### src/lmmw_pkg.sv
package lmmw_pkg;

	// Field and register widths
	localparam int PIX_W     = 16;
	localparam int DIM_W     = 11;
	localparam int PEAK_W    = 16;
	localparam int CFG_W     = 16;
	localparam int CFG_IDX_W = 2;
	localparam int WEIGHT_W  = 18;
	localparam int COUNT_W   = 19;
	localparam int SUM_W     = 35;

	// Weight arithmetic widths
	localparam int FRAC_W = 16;
	localparam int PROD_W = PEAK_W + COUNT_W;
	localparam int REM_W  = PROD_W + 1;
	localparam int QUO_W  = FRAC_W + 1;

	// Default frame limits
	localparam int MAX_WIDTH_DEF  = 1024;
	localparam int MAX_HEIGHT_DEF = 1024;

	// Register indexes
	localparam logic [CFG_IDX_W-1:0] REG_FRAME_WIDTH  = 2'd0;
	localparam logic [CFG_IDX_W-1:0] REG_FRAME_HEIGHT = 2'd1;
	localparam logic [CFG_IDX_W-1:0] REG_PEAK_VALUE   = 2'd2;

	// Register reset values
	localparam logic [DIM_W-1:0]  FRAME_WIDTH_RST  = 11'd640;
	localparam logic [DIM_W-1:0]  FRAME_HEIGHT_RST = 11'd480;
	localparam logic [PEAK_W-1:0] PEAK_VALUE_RST   = 16'd65280;

	localparam logic [COUNT_W-1:0]  TALLY_MAX  = 19'd524287;
	localparam logic [WEIGHT_W-1:0] WEIGHT_MAX = 18'd262143;
	localparam logic [WEIGHT_W-1:0] WEIGHT_ONE = 18'd65536;

	typedef logic [PIX_W-1:0] pixel_t;

	// Top level to weight unit
	typedef struct packed {
		logic start;
		logic take;
	} wu_ctl_t;

	// Weight unit to top level
	typedef struct packed {
		logic busy;
		logic done;
	} wu_sts_t;

endpackage

### src/lmmw_weight.sv
module lmmw_weight (
	input  logic                            clk,
	input  logic                            arst_n,
	input  lmmw_pkg::wu_ctl_t               ctl,
	output lmmw_pkg::wu_sts_t               sts,
	input  logic [lmmw_pkg::SUM_W-1:0]      sum_in,
	input  logic [lmmw_pkg::COUNT_W-1:0]    tally_in,
	input  logic [lmmw_pkg::PEAK_W-1:0]     peak_in,
	output logic [lmmw_pkg::WEIGHT_W-1:0]   weight,
	output logic [lmmw_pkg::COUNT_W-1:0]    count
);

	localparam logic [2:0] ST_IDLE = 3'd0;
	localparam logic [2:0] ST_MUL  = 3'd1;
	localparam logic [2:0] ST_DIFF = 3'd2;
	localparam logic [2:0] ST_CHK  = 3'd3;
	localparam logic [2:0] ST_DIV  = 3'd4;
	localparam logic [2:0] ST_SQR  = 3'd5;
	localparam logic [2:0] ST_DONE = 3'd6;

	localparam int CNT_W = $clog2(lmmw_pkg::QUO_W);

	logic [2:0]                      state_q;
	logic [CNT_W-1:0]                cnt_q;
	logic [lmmw_pkg::SUM_W-1:0]      sum_q;
	logic [lmmw_pkg::COUNT_W-1:0]    n_q;
	logic [lmmw_pkg::PEAK_W-1:0]     p_q;
	logic [lmmw_pkg::PROD_W-1:0]     pn_q;
	logic [lmmw_pkg::PROD_W-1:0]     div_q;
	logic [lmmw_pkg::REM_W-1:0]      rem_q;
	logic [lmmw_pkg::QUO_W-1:0]      quo_q;
	logic [lmmw_pkg::WEIGHT_W-1:0]   weight_q;
	logic [2*lmmw_pkg::QUO_W-1:0]    sq;
	logic                            sat;
	logic                            rem_ge;

	// The ratio reaches two or more: the squared weight would not fit.
	assign sat    = rem_q >= {div_q, 1'b0};
	assign rem_ge = rem_q >= lmmw_pkg::REM_W'(div_q);
	assign sq     = quo_q * quo_q;

	always_ff @(posedge clk or negedge arst_n) begin
		if (!arst_n) begin
			state_q <= ST_IDLE;
			cnt_q   <= '0;
		end else begin
			case (state_q)
				ST_IDLE: begin
					if (ctl.start) begin
						if (tally_in inside {lmmw_pkg::COUNT_W'(0), lmmw_pkg::COUNT_W'(1)}) begin
							state_q <= ST_DONE;
						end else begin
							state_q <= ST_MUL;
						end
					end
				end
				ST_MUL:  state_q <= ST_DIFF;
				ST_DIFF: state_q <= ST_CHK;
				ST_CHK: begin
					cnt_q <= '0;
					state_q <= sat ? ST_DONE : ST_DIV;
				end
				ST_DIV: begin
					cnt_q <= cnt_q + CNT_W'(1);
					if (cnt_q == CNT_W'(lmmw_pkg::QUO_W - 1)) begin
						state_q <= ST_SQR;
					end
				end
				ST_SQR:  state_q <= ST_DONE;
				ST_DONE: begin
					if (ctl.take) begin
						state_q <= ST_IDLE;
					end
				end
				default: state_q <= ST_IDLE;
			endcase
		end
	end

	always_ff @(posedge clk) begin
		case (state_q)
			ST_IDLE: begin
				if (ctl.start) begin
					sum_q <= sum_in;
					n_q   <= tally_in;
					p_q   <= peak_in;
					if (tally_in == lmmw_pkg::COUNT_W'(1)) begin
						weight_q <= lmmw_pkg::WEIGHT_ONE;
					end else begin
						weight_q <= '0;
					end
				end
			end
			ST_MUL: begin
				pn_q <= p_q * n_q;
			end
			ST_DIFF: begin
				if (pn_q >= lmmw_pkg::PROD_W'(sum_q)) begin
					rem_q <= lmmw_pkg::REM_W'(pn_q - lmmw_pkg::PROD_W'(sum_q));
				end else begin
					rem_q <= lmmw_pkg::REM_W'(lmmw_pkg::PROD_W'(sum_q) - pn_q);
				end
				// P*(n-1) is P*n less one P.
				div_q <= pn_q - lmmw_pkg::PROD_W'(p_q);
				quo_q <= '0;
			end
			ST_CHK: begin
				if (sat) begin
					weight_q <= lmmw_pkg::WEIGHT_MAX;
				end
			end
			ST_DIV: begin
				if (rem_ge) begin
					rem_q <= (rem_q - lmmw_pkg::REM_W'(div_q)) << 1;
					quo_q <= {quo_q[lmmw_pkg::QUO_W-2:0], 1'b1};
				end else begin
					rem_q <= rem_q << 1;
					quo_q <= {quo_q[lmmw_pkg::QUO_W-2:0], 1'b0};
				end
			end
			ST_SQR: begin
				weight_q <= sq[lmmw_pkg::FRAC_W +: lmmw_pkg::WEIGHT_W];
			end
			default: ;
		endcase
	end

	assign sts.busy = state_q != ST_IDLE;
	assign sts.done = state_q == ST_DONE;
	assign weight   = weight_q;
	assign count    = n_q;

endmodule

### config.mk
export PLATFORM = sky130hd
export DESIGN_NAME = lmmw_weight
export DESIGN_NICKNAME = d
export VERILOG_FILES = /design/src/lmmw_pkg.sv /design/src/lmmw_weight.sv
export SDC_FILE = /design/constraint.sdc
export NUM_CORES = 2
export LEC_CHECK = 0
export ABC_CLOCK_PERIOD_IN_PS = 6100
export BUFFER_PORTS_ARGS = -buffer_cell sky130_fd_sc_hd__buf_4
export CAP_MARGIN = 10
export CORE_AREA = 3 3 241 243
export DETAILED_ROUTE_END_ITERATION = 8
export DIE_AREA = 0 0 244 246
export HOLD_SLACK_MARGIN = 0.03
export PLACE_DENSITY = 0.79
export RECOVER_POWER = 50
export SLEW_MARGIN = 20
export SYNTH_ARGS = -nofsm -noshare
export SYNTH_HDL_FRONTEND = slang
export SYNTH_SLANG_ARGS = --single-unit
### constraint.sdc
create_clock -name clk -period 6.1 [get_ports clk]
set_clock_uncertainty 0.15 [all_clocks]
set_input_delay 1.22 -clock clk [delete_from_list [all_inputs] [get_ports clk]]
set_output_delay 1.22 -clock clk [all_outputs]
set_load 0.01 [all_outputs]
==> out/results.ini <==
[outcome]
status=finished with violations
violations=max-capacitance violations, max-slew violations, negative setup slack

[detailed_routing]
drt_iter0_drc=2142
drt_first_pass_iters=5
drc=0
ant_nets=0
wl_per_cell_um=19.5
viasPerCell=5.71
drt-total-wl_mm=92.1
vias=27000

[global_routing]
met3_usage=0.0399
grtUsageMet2=0.516
grt_max_degree=71
grt-ovfl-total=0
first_global_vias=27800
use_met1=0.366
top_usage_layer=met2
grt_antenna_before_repair=0
grt_pass1_wl_mm=140
grt_usage=0.294

[place]
place.gp.congestion=0.949
place_hpwl_mm=70.9
io_buffers=112

[floorplan]
die_h_um=246
row_count=87
die-area_mm2=0.0600
ios=113
core_mm2=0.0562
start_util=0.586
die_x_um=244

[timing]
min_period_ns=6.62
rsz0062_at_grt=yes
maxSlewViolCount=232
max_freq_mhz=151
fin_ws_ns=-0.521
finalSetupViolCount=26
worstMarginPinSlew_ns=2.48
slew_headroom=-0.656
finalSetupTns_ns=-5.74
finalHoldViolations=0
timing.final.crit_share=1.09

[synth]
yosysSeqAreaShare=0.199
yosysWarnings=0
synthCells=3563
dominantRegCellSynth=edfxtp_1
ys_types=87
synth_seq_cells=219
syn_nets=4437
netlist_area_mm2=0.0329
synth_edf_count=211
async_flop_share=0.0365
avgSynthCellArea_um2=9.24

[hold_path]
hp-class=flop to flop

[critical_path]
crit_top_cell=fa_1
cp_cell_sequence=clkbuf_1 > clkbuf_16 > clkbuf_1 > buf_4 > nand2_1 > fa_1 > fa_1 > inv_1 > ha_2 > fa_1 > inv_2 > fa_1 > inv_2 > fa_1 > ha_1 > o21ai_0 > a21oi_2 > a221o_1 > o21ai_2 > a31oi_2 > a211o_1 > a221oi_2 > xnor2_1
startpoint_type=flop
cp.arrival_ns=6.80
worstPathMaxFanout=8
cp.required_ns=6.28
slowest_stage=fa_1
cp_slowest_stage_delay_ns=0.51
end_kind=flop
critPathKind=flop to flop

[clocking]
cts_buffer_depth=3
worstSkewPairLatency_ns=0.58
clock-sinks=219
ctsHoldBuffers=0
cts_tree=built
cts_inserted_buffers=29
clkTransAtPathRegs_ns=0.07
htree_levels=1
clockRootBuffer=clkbuf_16

[final_layout]
diodes=0
syn_to_final_growth_pct=18.3
drive_above_1_share=0.179
nets=4817

[job]
maxCapViolCount=6

==> per-layer routing <==
| metal | vias to the layer above | part of all wire |
|---|---|---|
| li1 | 12400 | - |
| met1 | 13300 | 0.38 |
| met2 | 1035 | 0.50 |
| met5 | - | 0 |
| met3 | 294 | 0.068 |
| met4 | 0 | 0.053 |
==> state kept, by name, summed over array words and instances (netlist names) <==
name,flops
count,19
quo_q,17
cnt_q,5
sum_q,35
state_q,3
pn_q,35
weight,18
div_q,35
rem_q,36
p_q,16
==> placed cells by master (no fill, tap or decap), types with 18 or more instances in the layout <==
cell type  netlist  final
inv_1          702    670
nand3_1         32     29
a31oi_1         43     37
mux2i_1         30     30
a21oi_2          3     19
o21ai_0        109     93
nand4_1         40     40
xnor2_1        103     98
nor2_1         132    123
ha_4             0     20
fa_1           428    398
a21o_1          76     76
buf_4            5    329
clkbuf_1       109     48
xor2_1          49     48
o21a_1          19     19
clkbuf_16        0     30
buf_6            4     41
a21oi_1        149    129
nand2_1        430    410
and2_1         168    152
o21ai_1         10     18
and3_1          27     25
ha_1           372    350
edfxtp_1       211    211
inv_2            0     32
a211oi_1        22     21
fa_2             0     30
nor3_1          32     28
clkbuf_4         0     62
==> kinds of logic after synthesis <==
| logic type | after synthesis | share of synthesized area |
|---|---|---|
| flip-flops | 219 | 0.199 |
| AND/OR/NAND/NOR | 954 | 0.139 |
| XOR/XNOR | 152 | 0.0404 |
| buffers and inverters | 841 | 0.0980 |
| multiplexers | 37 | 0.0115 |
| adder cells (fa/ha/maj) | 800 | 0.402 |
| AO/OA/AOI/OAI | 560 | 0.111 |
==> worst paths after layout <==
path,slack [ns],start,end,cells after the start
hold / removal,0.38,cnt_q[4],cnt_q[4],2
max in group asynchronous,5.01,arst_n,state_q[1],1
setup reg to reg,-0.52,p_q[1],pn_q[34],23
min in group asynchronous,0.43,arst_n,cnt_q[3],1
hold reg to reg,0.38,cnt_q[4],cnt_q[4],2
setup / recovery,-0.52,p_q[1],pn_q[34],23
==> Yosys cell counts (all sizes together), types with 12 or more instances <==
cell type  instances  area (um^2)
inv              702         2640
nand2            430         1610
fa               428         8570
ha               372         4650
edfxtp           211         6340
and2             169         1060
a21oi            152          772
nor2             132          495
o21ai            119          596
clkbuf           110          414
xnor2            103          902
a21o              76          571
xor2              49          429
a31oi             44          290
nand4             41          263
nand3             32          160
nor3              32          160
mux2i             30          300
buf               29          176
and3              27          169
a211oi            23          178
o21a              19          143
nand2b            16          100
nor2b             16          100
nor4              16          121
o211ai            15          113
a2111oi           12          124
==> final cells by class <==
class,count,area [um^2]
repair buffers,488,3730
flip-flops and latches,219,6540
well taps,756,946
clock inverters,24,278
clock buffers,29,726
multi-input cells,2503,24100
fillers,4119,17200
inverters,702,2640
==> critical path, delay by kind of cell, from the launching register on <==
kind / cells / cell delay, ns
buffers and inverters: 7 / 1.08
and+or+nand+nor: 1 / 0.09
DFF: 1 / 0.40
xor gates and xnor gates: 1 / 0.10
adders and majority gates: 7 / 2.76
AOI/OAI and AO/OA: 7 / 1.78
==> through the flow <==
| step | area, um^2 | utilization | hold slack [ns] | setup slack (ns) | std cells |
|---|---|---|---|---|---|
| 2_1_floorplan | 33200 | - | 0.342 | -0.0746 | 3563 |
| 3_3_place_gp | 36400 | 0.649 | 0.367 | -0.261 | 4573 |
| 4_1_cts | 37900 | 0.675 | 0.276 | -0.262 | 4658 |
| 5_1_grt | 39000 | 0.694 | 0.421 | -0.632 | 4721 |
| 6_report | 39000 | 0.694 | 0.377 | -0.521 | 4721 |
| 3_5_place_dp | 36400 | 0.649 | 0.368 | -0.385 | 4573 |
==> timing repair <==
item                       4_1_cts  5_1_grt
setup endpoints to repair       23       34
gates cloned                     0        1
pin swaps                       31      133
setup buffers                   33       65
gates resized for setup         59      192
Power is left out: the tool's default activity adds up to more than one toggle a clock period on the data nets, which glitch-free logic cannot reach.
